File: config.mk
export PLATFORM = sky130hd
export DESIGN_NAME = html_tag_stripper
export DESIGN_NICKNAME = d
export VERILOG_FILES = /design/src/hdl/htmlstr_pkg.sv /design/src/hdl/htmlstr_cell.sv /design/src/hdl/htmlstr_window.sv /design/src/hdl/html_tag_stripper.sv
export VERILOG_INCLUDE_DIRS = /design/src /design/src/hdl
export SDC_FILE = /design/constraint.sdc
export NUM_CORES = 1
export LEC_CHECK = 0
export BUFFER_PORTS_ARGS = -buffer_cell sky130_fd_sc_hd__buf_4
export CAP_MARGIN = 15
export CORE_MARGIN = 1
export CORE_UTILIZATION = 39
export CTS_BUF_LIST = sky130_fd_sc_hd__clkbuf_16
export DETAILED_ROUTE_END_ITERATION = 16
export SLEW_MARGIN = 20
export SYNTH_ARGS = -nofsm -noshare
export SYNTH_HDL_FRONTEND = slang
export SYNTH_SLANG_ARGS = --single-unit
File: constraint.sdc
create_clock -name clock -period 4.3 [get_ports clock]
set_clock_uncertainty 0.2 [all_clocks]
set_input_delay 0.86 -clock clock [delete_from_list [all_inputs] [get_ports clock]]
set_output_delay 0.86 -clock clock [all_outputs]
set_load 0.01 [all_outputs]
File: src/hdl/assert_macros.svh
// Assertion macros used by the tag stripper top level.
`ifndef ASSERT_MACROS_SVH
`define ASSERT_MACROS_SVH
`ifndef SYNTHESIS
`define HTS_ASSERT(label, clk, rst, prop, msg) \
   label: assert property (@(posedge clk) disable iff (rst) prop) else $error(msg);
`define HTS_ASSERT_NEVER(label, clk, rst, cond, msg) \
   label: assert property (@(posedge clk) disable iff (rst) !(cond)) else $error(msg);
`else
`define HTS_ASSERT(label, clk, rst, prop, msg)
`define HTS_ASSERT_NEVER(label, clk, rst, cond, msg)
`endif
`endif

File: src/hdl/htmlstr_pkg.sv
// Types, constants and helpers shared by the tag stripper modules.
package htmlstr_pkg;

   localparam int WINDOW_BYTES = 24;
   localparam int WS_DEPTH     = 32;
   localparam int MIN_LOOK     = 7;
   localparam int STOP_BYTES   = 24;
   localparam int STOP_CAP     = (WINDOW_BYTES < STOP_BYTES) ? WINDOW_BYTES : STOP_BYTES;

   localparam int LEN_W      = 5;
   localparam int CMP_W      = LEN_W + 1;
   localparam int FILL_W     = $clog2(WINDOW_BYTES + 1);
   localparam int WIN_IDX_W  = $clog2(WINDOW_BYTES);
   localparam int WS_CNT_W   = $clog2(WS_DEPTH + 1);
   localparam int WS_IDX_W   = (WS_DEPTH > 1) ? $clog2(WS_DEPTH) : 1;
   localparam int CSR_ADDR_W = 5;
   localparam int CSR_DATA_W = 64;

   localparam int OPEN_LEN  = 6;
   localparam int CLOSE_LEN = 7;
   localparam int QUOT_LEN  = 6;
   localparam int SKIP_W    = $clog2(CLOSE_LEN);

   localparam logic [55:0] HEAD_OPEN_STR  = 56'("<head>");
   localparam logic [55:0] HEAD_CLOSE_STR = 56'("</head>");
   localparam logic [55:0] QUOT_STR       = 56'("&quot;");

   localparam logic [7:0] CHAR_LT     = 8'h3C;
   localparam logic [7:0] CHAR_GT     = 8'h3E;
   localparam logic [7:0] CHAR_DQUOTE = 8'h22;

   typedef enum logic [1:0] {
      REG_STOP_LOW,
      REG_STOP_MID,
      REG_STOP_HIGH,
      REG_STOP_LEN
   } csr_reg_type;

   typedef struct packed {
      logic [7:0] in_byte;
      logic       in_last;
   } req_item_type;

   typedef struct packed {
      logic [7:0] out_byte;
      logic       has_byte;
      logic       out_last;
      logic       ws_overflow;
   } rsp_item_type;

   typedef struct packed {
      logic [7:0] open_b;
      logic [7:0] close_b;
      logic [7:0] quot_b;
      logic [7:0] stop_b;
   } cell_ref_type;

   typedef struct packed {
      logic open_hit;
      logic close_hit;
      logic quot_hit;
      logic stop_hit;
   } cell_hit_type;

   typedef struct packed {
      logic head_open;
      logic head_close;
      logic quot;
      logic stop;
   } window_match_type;

   function automatic logic [7:0] lit_byte(input logic [55:0] str, input int len, input int i);
      logic [7:0] b;
      b = 8'h00;
      if (i < len) b = str[8*(len-1-i) +: 8];
      return b;
   endfunction

endpackage

File: src/hdl/htmlstr_cell.sv
// One lookahead window cell: holds a byte, shifts toward the front, compares against its refs.
module htmlstr_cell import htmlstr_pkg::*; (
   input  logic         clock,
   input  logic         shift,
   input  logic         load,
   input  logic [7:0]   load_byte,
   input  logic [7:0]   next_byte,
   input  cell_ref_type ref_bytes,
   output logic [7:0]   cur_byte,
   output cell_hit_type hit
);

   logic [7:0] byte_ff;
   logic [7:0] byte_in;

   always_comb begin
      byte_in = byte_ff;
      if (shift) begin
         byte_in = next_byte;
      end else if (load) begin
         byte_in = load_byte;
      end
   end

   always_ff @(posedge clock) begin
      byte_ff <= byte_in;
   end

   assign cur_byte      = byte_ff;
   assign hit.open_hit  = (byte_ff == ref_bytes.open_b);
   assign hit.close_hit = (byte_ff == ref_bytes.close_b);
   assign hit.quot_hit  = (byte_ff == ref_bytes.quot_b);
   assign hit.stop_hit  = (byte_ff == ref_bytes.stop_b);

endmodule

File: src/hdl/htmlstr_window.sv
// Row of window cells with the pattern match reduction at the front.
module htmlstr_window import htmlstr_pkg::*; (
   input  logic                    clock,
   input  logic                    push,
   input  logic [WIN_IDX_W-1:0]    push_idx,
   input  logic [7:0]              push_byte,
   input  logic                    shift,
   input  logic [FILL_W-1:0]       fill,
   input  logic [LEN_W-1:0]        stop_len,
   input  logic [8*STOP_BYTES-1:0] stop_pattern,
   output logic [7:0]              front_byte,
   output window_match_type        match
);

   logic [7:0]              cur [WINDOW_BYTES];
   cell_hit_type            hit [WINDOW_BYTES];
   logic [WINDOW_BYTES-1:0] stop_ok;
   logic [OPEN_LEN-1:0]     open_ok;
   logic [CLOSE_LEN-1:0]    close_ok;
   logic [QUOT_LEN-1:0]     quot_ok;
   logic [CMP_W-1:0]        fill_cmp;
   logic [CMP_W-1:0]        len_cmp;

   for (genvar i = 0; i < WINDOW_BYTES; i++) begin : g_cell
      localparam logic [CMP_W-1:0] POS = CMP_W'(i);
      cell_ref_type refs;
      logic [7:0]   next_b;
      logic         load;

      assign refs.open_b  = lit_byte(HEAD_OPEN_STR, OPEN_LEN, i);
      assign refs.close_b = lit_byte(HEAD_CLOSE_STR, CLOSE_LEN, i);
      assign refs.quot_b  = lit_byte(QUOT_STR, QUOT_LEN, i);

      if (i < STOP_BYTES) begin : g_stop
         assign refs.stop_b = stop_pattern[8*i +: 8];
      end else begin : g_nostop
         assign refs.stop_b = 8'h00;
      end

      if (i == WINDOW_BYTES - 1) begin : g_tail
         assign next_b = 8'h00;
      end else begin : g_link
         assign next_b = cur[i+1];
      end

      assign load = push && (push_idx == WIN_IDX_W'(i));

      htmlstr_cell u_cell (
         .clock     (clock),
         .shift     (shift),
         .load      (load),
         .load_byte (push_byte),
         .next_byte (next_b),
         .ref_bytes (refs),
         .cur_byte  (cur[i]),
         .hit       (hit[i])
      );

      assign stop_ok[i] = hit[i].stop_hit || (POS >= len_cmp);

      if (i < OPEN_LEN) begin : g_open
         assign open_ok[i] = hit[i].open_hit;
      end
      if (i < CLOSE_LEN) begin : g_close
         assign close_ok[i] = hit[i].close_hit;
      end
      if (i < QUOT_LEN) begin : g_quot
         assign quot_ok[i] = hit[i].quot_hit;
      end
   end

   assign fill_cmp   = CMP_W'(fill);
   assign len_cmp    = CMP_W'(stop_len);
   assign front_byte = cur[0];

   assign match.head_open  = (fill_cmp >= CMP_W'(OPEN_LEN)) && (&open_ok);
   assign match.head_close = (fill_cmp >= CMP_W'(CLOSE_LEN)) && (&close_ok);
   assign match.quot       = (fill_cmp >= CMP_W'(QUOT_LEN)) && (&quot_ok);
   assign match.stop       = (stop_len != '0) && (len_cmp <= fill_cmp) && (&stop_ok);

endmodule

File: src/hdl/html_tag_stripper.sv
// Top level of the HTML tag stripper: config registers, sequencer, whitespace store, output.
// An accepted byte enters the window, then window positions are decided and the item is closed.
// No byte is taken until the item closes; a kept non-space byte is sent after the held spaces.
// A final byte drains the window, up to 24 positions; a stalled output holds the sequencer.
// Reset is synchronous and clears control state and config registers; the space store is not cleared.
`include "assert_macros.svh"

module html_tag_stripper import htmlstr_pkg::*; (
   input  logic                  clock,
   input  logic                  reset,
   input  logic                  req_valid,
   output logic                  req_stall,
   input  req_item_type          req_data,
   output logic                  rsp_valid,
   input  logic                  rsp_stall,
   output rsp_item_type          rsp_data,
   input  logic                  psel,
   input  logic                  penable,
   input  logic                  pwrite,
   input  logic [CSR_ADDR_W-1:0] paddr,
   input  logic [CSR_DATA_W-1:0] pwdata,
   output logic [CSR_DATA_W-1:0] prdata,
   output logic                  pready
);

   typedef enum logic [1:0] {
      ST_IDLE,
      ST_DECIDE,
      ST_FLUSH
   } state_type;

   state_type            state_ff, state_in;
   logic [FILL_W-1:0]    fill_ff, fill_in;
   logic [SKIP_W-1:0]    skip_ff, skip_in;
   logic                 tag_ff, tag_in;
   logic                 head_ff, head_in;
   logic                 started_ff, started_in;
   logic                 stop_ff, stop_in;
   logic [WS_CNT_W-1:0]  pend_cnt_ff, pend_cnt_in;
   logic                 ovf_ff, ovf_in;
   logic                 last_ff, last_in;
   logic                 held_valid_ff, held_valid_in;
   logic                 rsp_valid_ff, rsp_valid_in;

   rsp_item_type         held_ff, held_in;
   rsp_item_type         rsp_ff, rsp_in;
   logic [WS_CNT_W-1:0]  flush_idx_ff, flush_idx_in;
   logic [7:0]           flush_char_ff, flush_char_in;
   logic [7:0]           ws_rd_ff;
   logic [7:0]           ws_mem [WS_DEPTH];

   logic [63:0]          stop_low_ff, stop_mid_ff, stop_high_ff;
   logic [LEN_W-1:0]     stop_len_ff;
   csr_reg_type          reg_sel;
   logic                 csr_write;

   logic [LEN_W-1:0]     eff_len;
   logic [LEN_W-1:0]     need;
   logic                 decide_due;
   logic                 out_free;
   logic                 req_accept;
   logic                 win_push;
   logic                 win_shift;
   logic [7:0]           front_byte;
   window_match_type     match;
   logic                 keep;
   logic [7:0]           keep_char;
   logic                 ws_wr;
   logic                 put;
   rsp_item_type         put_item;
   logic                 fwd;
   rsp_item_type         fwd_item;

   function automatic logic is_space(input logic [7:0] c);
      return (c == 8'd32) || ((c >= 8'd9) && (c <= 8'd13));
   endfunction

   assign csr_write = psel && penable && pwrite;
   assign reg_sel   = csr_reg_type'(paddr[CSR_ADDR_W-1:3]);
   assign pready    = 1'b1;

   always_comb begin
      case (reg_sel)
         REG_STOP_LOW:  prdata = stop_low_ff;
         REG_STOP_MID:  prdata = stop_mid_ff;
         REG_STOP_HIGH: prdata = stop_high_ff;
         REG_STOP_LEN:  prdata = CSR_DATA_W'(stop_len_ff);
         default:       prdata = '0;
      endcase
   end

   assign eff_len = (stop_len_ff > LEN_W'(STOP_CAP)) ? LEN_W'(STOP_CAP) : stop_len_ff;
   assign need    = (eff_len < LEN_W'(MIN_LOOK)) ? LEN_W'(MIN_LOOK) : eff_len;

   assign decide_due = !stop_ff &&
                       ((CMP_W'(fill_ff) >= CMP_W'(need)) || (last_ff && (fill_ff != '0)));
   assign out_free   = !rsp_valid_ff || !rsp_stall;
   assign req_accept = req_valid && !req_stall;
   assign req_stall  = (state_ff != ST_IDLE);

   htmlstr_window u_window (
      .clock        (clock),
      .push         (win_push),
      .push_idx     (fill_ff[WIN_IDX_W-1:0]),
      .push_byte    (req_data.in_byte),
      .shift        (win_shift),
      .fill         (fill_ff),
      .stop_len     (eff_len),
      .stop_pattern ({stop_high_ff, stop_mid_ff, stop_low_ff}),
      .front_byte   (front_byte),
      .match        (match)
   );

   always_comb begin
      state_in      = state_ff;
      fill_in       = fill_ff;
      skip_in       = skip_ff;
      tag_in        = tag_ff;
      head_in       = head_ff;
      started_in    = started_ff;
      stop_in       = stop_ff;
      pend_cnt_in   = pend_cnt_ff;
      ovf_in        = ovf_ff;
      last_in       = last_ff;
      held_valid_in = held_valid_ff;
      held_in       = held_ff;
      flush_idx_in  = flush_idx_ff;
      flush_char_in = flush_char_ff;
      win_push      = 1'b0;
      win_shift     = 1'b0;
      keep          = 1'b0;
      keep_char     = front_byte;
      ws_wr         = 1'b0;
      put           = 1'b0;
      put_item      = '0;
      fwd           = 1'b0;
      fwd_item      = held_ff;

      case (state_ff)
         ST_IDLE: begin
            if (req_accept) begin
               last_in = req_data.in_last;
               if (!stop_ff && (fill_ff < FILL_W'(WINDOW_BYTES))) begin
                  win_push = 1'b1;
                  fill_in  = fill_ff + 1'b1;
               end
               state_in = ST_DECIDE;
            end
         end
         ST_DECIDE: begin
            if (decide_due) begin
               win_shift = 1'b1;
               if (skip_ff != '0) begin
                  skip_in = skip_ff - 1'b1;
               end else if (match.head_open) begin
                  head_in = 1'b1;
                  skip_in = SKIP_W'(OPEN_LEN - 1);
               end else if (match.head_close) begin
                  head_in = 1'b0;
                  skip_in = SKIP_W'(CLOSE_LEN - 1);
               end else if (match.quot) begin
                  keep      = 1'b1;
                  keep_char = CHAR_DQUOTE;
                  skip_in   = SKIP_W'(QUOT_LEN - 1);
               end else if (match.stop) begin
                  stop_in   = 1'b1;
                  win_shift = 1'b0;
               end else if (front_byte == CHAR_LT) begin
                  tag_in = 1'b1;
               end else if (front_byte == CHAR_GT) begin
                  tag_in = 1'b0;
               end else if (!tag_ff && !head_ff) begin
                  keep = 1'b1;
               end
               fill_in = win_shift ? (fill_ff - 1'b1) : '0;
               if (keep) begin
                  if (is_space(keep_char)) begin
                     if (started_ff) begin
                        if (pend_cnt_ff < WS_CNT_W'(WS_DEPTH)) begin
                           ws_wr       = 1'b1;
                           pend_cnt_in = pend_cnt_ff + 1'b1;
                        end else begin
                           ovf_in = 1'b1;
                        end
                     end
                  end else begin
                     flush_char_in = keep_char;
                     flush_idx_in  = '0;
                     state_in      = ST_FLUSH;
                  end
               end
            end else if (out_free || (!held_valid_ff && !last_ff)) begin
               if (held_valid_ff) begin
                  fwd               = 1'b1;
                  fwd_item          = held_ff;
                  fwd_item.out_last = last_ff;
               end else if (last_ff) begin
                  fwd                  = 1'b1;
                  fwd_item.out_byte    = 8'h00;
                  fwd_item.has_byte    = 1'b0;
                  fwd_item.out_last    = 1'b1;
                  fwd_item.ws_overflow = ovf_ff;
               end
               held_valid_in = 1'b0;
               if (last_ff) begin
                  fill_in     = '0;
                  skip_in     = '0;
                  tag_in      = 1'b0;
                  head_in     = 1'b0;
                  started_in  = 1'b0;
                  stop_in     = 1'b0;
                  pend_cnt_in = '0;
               end
               state_in = ST_IDLE;
            end
         end
         ST_FLUSH: begin
            if (!held_valid_ff || out_free) begin
               put                  = 1'b1;
               put_item.has_byte    = 1'b1;
               put_item.out_last    = 1'b0;
               put_item.ws_overflow = ovf_ff;
               if (flush_idx_ff < pend_cnt_ff) begin
                  put_item.out_byte = ws_rd_ff;
                  flush_idx_in      = flush_idx_ff + 1'b1;
               end else begin
                  put_item.out_byte = flush_char_ff;
                  pend_cnt_in       = '0;
                  started_in        = 1'b1;
                  state_in          = ST_DECIDE;
               end
            end
         end
         default: begin
            state_in = ST_IDLE;
         end
      endcase

      if (put) begin
         held_in       = put_item;
         held_valid_in = 1'b1;
         if (held_valid_ff) begin
            fwd      = 1'b1;
            fwd_item = held_ff;
         end
      end
   end

   assign rsp_valid_in = fwd || (rsp_valid_ff && rsp_stall);
   assign rsp_in       = fwd ? fwd_item : rsp_ff;

   always_ff @(posedge clock) begin
      if (reset) begin
         state_ff      <= ST_IDLE;
         fill_ff       <= '0;
         skip_ff       <= '0;
         tag_ff        <= 1'b0;
         head_ff       <= 1'b0;
         started_ff    <= 1'b0;
         stop_ff       <= 1'b0;
         pend_cnt_ff   <= '0;
         ovf_ff        <= 1'b0;
         last_ff       <= 1'b0;
         held_valid_ff <= 1'b0;
         rsp_valid_ff  <= 1'b0;
         stop_low_ff   <= '0;
         stop_mid_ff   <= '0;
         stop_high_ff  <= '0;
         stop_len_ff   <= '0;
      end else begin
         state_ff      <= state_in;
         fill_ff       <= fill_in;
         skip_ff       <= skip_in;
         tag_ff        <= tag_in;
         head_ff       <= head_in;
         started_ff    <= started_in;
         stop_ff       <= stop_in;
         pend_cnt_ff   <= pend_cnt_in;
         ovf_ff        <= ovf_in;
         last_ff       <= last_in;
         held_valid_ff <= held_valid_in;
         rsp_valid_ff  <= rsp_valid_in;
         if (csr_write) begin
            case (reg_sel)
               REG_STOP_LOW:  stop_low_ff  <= pwdata;
               REG_STOP_MID:  stop_mid_ff  <= pwdata;
               REG_STOP_HIGH: stop_high_ff <= pwdata;
               REG_STOP_LEN:  stop_len_ff  <= pwdata[LEN_W-1:0];
               default: begin
               end
            endcase
         end
      end
   end

   always_ff @(posedge clock) begin
      held_ff       <= held_in;
      rsp_ff        <= rsp_in;
      flush_idx_ff  <= flush_idx_in;
      flush_char_ff <= flush_char_in;
   end

   always_ff @(posedge clock) begin
      if (ws_wr) begin
         ws_mem[pend_cnt_ff[WS_IDX_W-1:0]] <= keep_char;
      end
      ws_rd_ff <= ws_mem[flush_idx_in[WS_IDX_W-1:0]];
   end

   assign rsp_valid = rsp_valid_ff;
   assign rsp_data  = rsp_ff;

   `HTS_ASSERT_NEVER(a_stop_window_empty, clock, reset, stop_ff && (fill_ff != '0), "window holds bytes after stop marker")
   `HTS_ASSERT(a_accept_held_empty, clock, reset, req_accept |-> !held_valid_ff, "item accepted with a result still held")
   `HTS_ASSERT(a_overflow_sticky, clock, reset, ovf_ff |=> ovf_ff, "overflow flag cleared without reset")
   `HTS_ASSERT(a_pending_after_text, clock, reset, (pend_cnt_ff != '0) |-> started_ff, "spaces held before text started")
   `HTS_ASSERT(a_flush_in_range, clock, reset, (state_ff == ST_FLUSH) |-> (flush_idx_ff <= pend_cnt_ff), "flush index past held spaces")

endmodule
# [Word-level counts from Yosys, hierarchy flattened]
# Memory sizes are Yosys's and may differ from the RTL's. A register that Yosys moved wholly into a read port is not among the register bits.
# Index checks and enable logic that the tools add are counted.
[totals] ram_bits=256 ff_bits=449 input_bits=85 mem_count=1 elab_cells=500 output_inout_bits=78
[memory_table] name="ws_mem" depth=32 width=8 rd=1 rd_ports_with_merged_regs=1 wr=1 line_no="html_tag_stripper.sv:50" source="logic [7:0] ws_mem [WS_DEPTH];"
[classes] eq_ne=100 reduce_logical=135 n_mux=171 magnitude_cmp=35 n_bitwise=2 add_sub_neg=5
[ops] operator="$mux W8" count=55
[ops] operator="$pmux W64 S4" count=1
[ops] operator="$eq A8 B8 Y1" count=24
[ops] operator="$eq A8 B7 Y1 const B" count=12
[ops] operator="$mux W6" count=14
[ops] operator="$mux W11" count=7
[ops] operator="$mux W1" count=66
[ops] operator="$eq A8 B6 Y1 const B" count=8
[ops] operator="$reduce_bool A2 Y1" count=30
[ops] operator="$eq A5 B4 Y1 const B" count=8
[ops] operator="$eq A5 B5 Y1 const B" count=8
[ops] operator="$ge A4 B5 Y1 const A" count=8
[ops] operator="$ge A5 B5 Y1 const A" count=8
[ops] operator="$mux W5" count=8
[ops] operator="$logic_and A1 B1 Y1" count=39
[ops] operator="$reduce_and A6 Y1" count=6
[ops] operator="$ne A2 B2 Y1 const B" count=16
[ops] operator="$logic_or A1 B1 Y1" count=30
[ops] operator="$mux W3" count=8
[ops] operator="$pmux W6 S2" count=2
[ops] operator="$reduce_and A24 Y1" count=1
[ops] operator="$ne A3 B3 Y1 const B" count=7
[ops] operator="$eq A5 B3 Y1 const B" count=4
[ops] operator="$ge A3 B5 Y1 const A" count=4
[ops] operator="other kinds (40)" count=74

# [Longest topological paths before layout]
[depth] word_depth=18 ltp_mapped=19 ltp_nobuf=16

# [By module]
# A second synthesis with hierarchy kept.
[unflattened] cells_unflattened=3978 area_unflattened_um2=40916.7
[by_module_without_submodules] mod="html_tag_stripper" area_each_um2=22170.0 seq_area_each_um2=13272.7 instances=1 cells_each=2171
[by_module_without_submodules] mod="htmlstr_cell" area_each_um2=750.7 seq_area_each_um2=240.2 instances=24 cells_each=70
[by_module_without_submodules] mod="htmlstr_window" area_each_um2=729.4 seq_area_each_um2=0.0 instances=1 cells_each=127

# [Least setup slack after synthesis]
# Ideal clock, no wire load.
[synth_timing] path_type="reg-to-reg" start="register stop_len_ff[4]" end="register ws_rd_ff[0], read port of ws_mem" synth_period_minus_slack_ns=4.334 setup_slack_ns=-0.034 stages_incl_launch_ff=18 arrival_time_ns=4.013 required_ns=3.978 path_buffers=2 setup_time_ns=0.122 path_cell_list="dfxtp_1 clkbuf_1 or2_2 nand2_1 ha_1 nand2b_1 a21o_1 a21o_1 a211o_1 and3b_1 o21a_1 buf_6 o311ai_4 nand2_2 inv_2 mux2_2 a2111o_1 o311a_1"
[synth_via] elab_chain_len=16 word_cells_on_any_way=70 classes_between="order compare (28); mux (12); reduce/logical (30)"
[synth_rtl] item="start: declaration" line_no="html_tag_stripper.sv:53" source="logic [LEN_W-1:0] stop_len_ff;"
[synth_rtl] item="start signal: assignment" line_no="html_tag_stripper.sv:288" source="REG_STOP_LEN: stop_len_ff <= pwdata[LEN_W-1:0];"
[synth_rtl] item="$gt A5 B5 Y1" line_no="html_tag_stripper.sv:92" source="assign eff_len = (stop_len_ff > LEN_W'(STOP_CAP)) ? LEN_W'(STOP_CAP) : stop_len_ff;"
[synth_rtl] item="$mux W5 (*)" line_no="html_tag_stripper.sv:92"
[synth_rtl] item="$ge A1 B5 Y1, or another cell as far along" line_no="htmlstr_window.sv:59" source="assign stop_ok[i] = hit[i].stop_hit || (POS >= len_cmp);"
[synth_rtl] item="$logic_or A1 B1 Y1" line_no="htmlstr_window.sv:59"
[synth_rtl] item="$reduce_and A24 Y1" line_no="htmlstr_window.sv:79" source="assign match.stop = (stop_len != '0) && (len_cmp <= fill_cmp) && (&stop_ok);"
[synth_rtl] item="$logic_and A1 B1 Y1" line_no="htmlstr_window.sv:79"
[synth_rtl] item="$mux W1" line_no="html_tag_stripper.sv:165" source="end else if (match.stop) begin"
[synth_rtl] item="$mux W1" line_no="html_tag_stripper.sv:161" source="end else if (match.quot) begin"
[synth_rtl] item="$mux W1" line_no="html_tag_stripper.sv:158" source="end else if (match.head_close) begin"
[synth_rtl] item="$mux W1" line_no="html_tag_stripper.sv:155" source="end else if (match.head_open) begin"
[synth_rtl] item="$mux W1" line_no="html_tag_stripper.sv:153" source="if (skip_ff != '0) begin"
[synth_rtl] item="$mux W1" line_no="html_tag_stripper.sv:151" source="if (decide_due) begin"
[synth_rtl] item="$mux W1" line_no="html_tag_stripper.sv:139" source="case (state_ff)"
[synth_rtl] item="$mux W6" line_no="html_tag_stripper.sv:176" source="if (keep) begin"
[synth_rtl] item="$mux W6 (*)" line_no="html_tag_stripper.sv:151"
[synth_rtl] item="$pmux W6 S2 (*)" line_no="html_tag_stripper.sv:139"
[synth_rtl] item="end: declaration" line_no="html_tag_stripper.sv:49" source="logic [7:0] ws_rd_ff;"
# Every way passes the cells marked *; elsewhere a longest branch is shown, timed or not. The select of a mux whose other input is x is not followed.
# A chain may end at the register's enable or synchronous reset.

# [Worst setup path in the final report]
[layout_timing] start="register u_window.g_cell[20].u_cell.byte_ff[6]" end="register ws_rd_ff[4], read port of ws_mem"
[layout_via] elab_chain_len=14
[layout_rtl] item="start: declaration" line_no="htmlstr_cell.sv:13" source="logic [7:0] byte_ff;"
[layout_rtl] item="start signal: assignment" line_no="htmlstr_cell.sv:26" source="byte_ff <= byte_in;"
[layout_rtl] item="$eq A8 B8 Y1" line_no="htmlstr_cell.sv:33" source="assign hit.stop_hit = (byte_ff == ref_bytes.stop_b);"
[layout_rtl] item="$logic_or A1 B1 Y1" line_no="htmlstr_window.sv:59"
[layout_rtl] item="$reduce_and A24 Y1" line_no="htmlstr_window.sv:79"
[layout_rtl] item="$logic_and A1 B1 Y1" line_no="htmlstr_window.sv:79"
[layout_rtl] item="$mux W1" line_no="html_tag_stripper.sv:165"
[layout_rtl] item="$mux W1" line_no="html_tag_stripper.sv:161"
[layout_rtl] item="$mux W1" line_no="html_tag_stripper.sv:158"
[layout_rtl] item="$mux W1" line_no="html_tag_stripper.sv:155"
[layout_rtl] item="$mux W1" line_no="html_tag_stripper.sv:153"
[layout_rtl] item="$mux W1" line_no="html_tag_stripper.sv:151"
[layout_rtl] item="$mux W1" line_no="html_tag_stripper.sv:139"
[layout_rtl] item="$mux W6" line_no="html_tag_stripper.sv:176"
[layout_rtl] item="$mux W6" line_no="html_tag_stripper.sv:151"
[layout_rtl] item="$pmux W6 S2" line_no="html_tag_stripper.sv:139"
# No other way between the ends. The select of a mux whose other input is x is not followed.

==> impl_metrics.yaml <==
power:
  cellPowerDensity_nw_per_um2: 511
  p_switching_mw: 7.08
  p_int_mw: 13.9
  seqPwrFrac: 0.417
  p_sw_frac: 0.337
  ir_worst_vdd_mv: 0.311
  clkPwrFrac: 0.312
  p_leak_nw: 15.9
  power_frac_comb: 0.272
place:
  port_buffers: 158
  dpl.hpwl_um: 79900
  placed_area_um2: 38200
  gp_congestion: 0.977
  placed_cells: 4610
global_route:
  grt_use_total: 0.260
  grt_max_degree: 100
  grt_antenna_before_repair: 3
  grt-ovfl-total: 0
  grt_pass1_vias: 25832
  grt_pass1_wl_um: 170000
final_layout:
  diodes: 0
  final_area_um2: 41100
  final_cell_count_no_fill: 4768
  nets: 3675
  drive_gt1_frac: 0.189
  fin_util: 0.480
  syn_to_final_growth_pct: 21.5
setup_path:
  crit_family: "compound AO/OA/AOI/OAI gates"
  rrSetupSlack_ns: -0.04
  cpMostUsedCell: "buf_4"
  slowest_delay_ns: 0.43
  cp_max_fo: 5
  worstSetupEndpoint: "ws_rd_ff[4]"
  crit_cells: 14
  setup.worst_path.start: "u_window.g_cell[20].u_cell.cur_byte[6]"
  critPathRequiredTime_ns: 4.63
  worstSetupStartpointType: "flip-flop"
  path_cells: "xor2_1 > nor4_2 > buf_4 > nand2_1 > o32a_2 > o41ai_4 > buf_4 > nor3_4 > o311ai_4 > nand2_2 > inv_4 > mux2_4 > a2111o_1 > o311a_1"
  cp.arrival_ns: 4.67
  end_kind: "flip-flop"
  worstSetupPathType: "reg2reg"
  cp.buffers_inverters: 3
  ff2ff_path_depth: 14
  critPathSlowestCell: "edfxtp_1"
  r2r-start: "u_window.g_cell[20].u_cell.cur_byte[6]"
  reg2reg_to: "ws_rd_ff[4]"
floorplan:
  die_w_um: 297
  initial_utilization: 0.395
  fp-row-count: 107
  die-area_um2: 87900
  die_h_um: 297
  core_um2: 85500
  pin_count: 163
routing:
  drt-total-wl_um: 116000
  drc_errors: 0
  wire_per_inst_um: 24.3
  first_pass_iters: 5
  ant_nets: 0
  vias: 27602
  drt-vias-per-instance: 5.79
  drtIter0Drc: 3120
cts:
  clk-insertion-delay-late_ns: 0.66
  cts-root-buf: "clkbuf_16"
  cts_buffers: 79
  cts_sinks: 712
  cts_buffer_depth: 3
  cts_tree: "built"
  clk_pin_slew_ns: 0.06
  cts-htree-levels: 3
synthesis:
  synth_fp_nets: 3374
  synth_flop_cell: "edfxtp_1"
  ys_seq_area_frac: 0.560
  synth_area_leaders: "edfxtp_1 (42%), dfxtp_1 (14%), nand2_1 (6.4%), a21o_1 (4.2%), a21oi_1 (4.2%)"
  synth_most_common_cell: "nand2_1"
  async_flop_share: 0
  ys_types: 86
  synth_area_um2: 33800
  synth_top_area_frac: 0.417
  ys_top_cells_by_count: "nand2_1 (575), edfxtp_1 (470), a21oi_1 (283)"
  synth-edff-count: 470
  synth_largest_area_cell: "edfxtp_1"
  syn_inst: 3257
  ys_seq_elements: 712
  syn_avg_cell_area_um2: 10.4
  ys.warnings.count: 0
sta:
  hold_viol: 0
  max_freq_ghz: 0.231
  fin_crit_ns: 4.34
  grt_setup_unrepaired: "yes"
  setup_ws_ns: -0.0381
  slew_violations: 0
  worst_pin_slew_ns: 1.02
  maxSlewHeadroom: 0.320
  timing.hold.ws_ns: 0.265
  finalSetupViolations: 6
  timing.final.crit_share: 1.01
flow_run:
  cap_violations: 0
run_status:
  status: "finished, violations left"
  violations: "setup timing"
hold_path:
  hold_class: "in2reg"
[timing repair]
item,in CTS,in global routing
hold buffers,0,0
setup endpoints to repair,13,100
buffers inserted,8,3
gates cloned,1,0
gates resized for setup,35,43
pin swaps,30,10
[kinds of logic (layout without fill, tap and decap cells)]
| family | after synthesis | after routing | share of synthesized area |
|---|---|---|---|
| and+or+nand+nor | 1102 | 1102 | 0.155 |
| AOI/OAI and AO/OA | 832 | 832 | 0.157 |
| DFF | 712 | 712 | 0.560 |
| buffers and inverters | 283 | 650 | 0.0337 |
| xor gates and xnor gates | 194 | 194 | 0.0502 |
| muxes | 101 | 101 | 0.0321 |
| adders and majority gates | 32 | 32 | 0.0118 |
| other | 1 | 1 | 0.000111 |
[per-stage QoR]
stage,setup TNS (ns),power [mW],setup slack [ns]
final,-0.164,21.0,-0.0381
after global routing,-0.855,21.7,-0.136
after CTS,0,20.9,0.00331
after detailed placement,-2.13,14.3,-0.468
after global placement,-2.15,14.3,-0.462
after floorplan,0,11.8,0.00532
[metal layers]
metal	GRT usage	share of wire	vias to the layer above
met2	0.395	0.44	1300
met4	0.0529	0.017	4
met1	0.385	0.45	13684
li1	-	-	12482
met3	0.0451	0.091	132
met5	0	0.00022	-
[worst register-to-register path: stages (launching register included)]
cell	delay, ns
edfxtp_1	0.43
xor2_1	0.17
nor4_2	0.30
buf_4	0.17
nand2_1	0.05
o32a_2	0.42
o41ai_4	0.39
buf_4	0.21
nor3_4	0.06
o311ai_4	0.39
nand2_2	0.18
inv_4	0.15
mux2_4	0.31
a2111o_1	0.42
o311a_1	0.37
[how the worst min path moves through the flow]
stage                             to  slack [ns]        startpoint  cells after the start
finish               stop_low_ff[40]        0.26        pwdata[40]                      3
global route         stop_mid_ff[34]        0.25        pwdata[34]                      3
CTS                 stop_high_ff[32]        0.24        pwdata[32]                      3
detailed placement  stop_high_ff[48]        0.27  stop_high_ff[48]                      2
global placement    stop_high_ff[56]        0.27  stop_high_ff[56]                      2
floorplan                     ovf_ff        0.25            ovf_ff                      2
[sequential cells by signal, summed over array words and instances (netlist names), 2 cells and up]
name,count
ws_mem,256
u_window.g_cell.u_cell.cur_byte,192
stop_high_ff,64
stop_low_ff,64
stop_mid_ff,64
rsp_data,11
held_ff,10
flush_char_ff,8
ws_rd_ff,8
flush_idx_ff,6
pend_cnt_ff,6
fill_ff,5
stop_len_ff,5
skip_ff,3
state_ff,2
[power groups by stage]
stage          Sequential [mW]  Clock, mW  Combinational [mW]
5_1_grt                   8.77       6.89                6.06
6_report                  8.75       6.54                5.70
3_5_place_dp              8.87          0                5.45
4_1_cts                   8.74       6.60                5.56
2_1_floorplan             8.67          0                3.15
3_3_place_gp              8.87          0                5.42
[layout by cell type (no fill, tap or decap), types with 54 or more instances in the layout]
cell type,instances
a21oi_1,280
nand3_1,54
buf_4,435
a21o_1,190
and3_1,135
clkbuf_16,80
mux2i_1,85
xor2_1,113
dfxtp_1,236
nor2_1,100
nand4_1,87
edfxtp_1,470
nand2_1,572
xnor2_1,79
o21ai_0,107
[area by class of cell]
| type | instances | area (um2) |
|---|---|---|
| inverters | 33 | 131 |
| clock inverters | 67 | 497 |
| well taps | 1144 | 1430 |
| clock buffers | 80 | 2000 |
| repair inverters | 1 | 7.51 |
| repair buffers | 469 | 3920 |
| flip-flops and latches | 712 | 19000 |
| fillers | 7921 | 44500 |
| multi-input cells | 2262 | 14100 |
No activity file was read; power rests on OpenSTA's default activity.
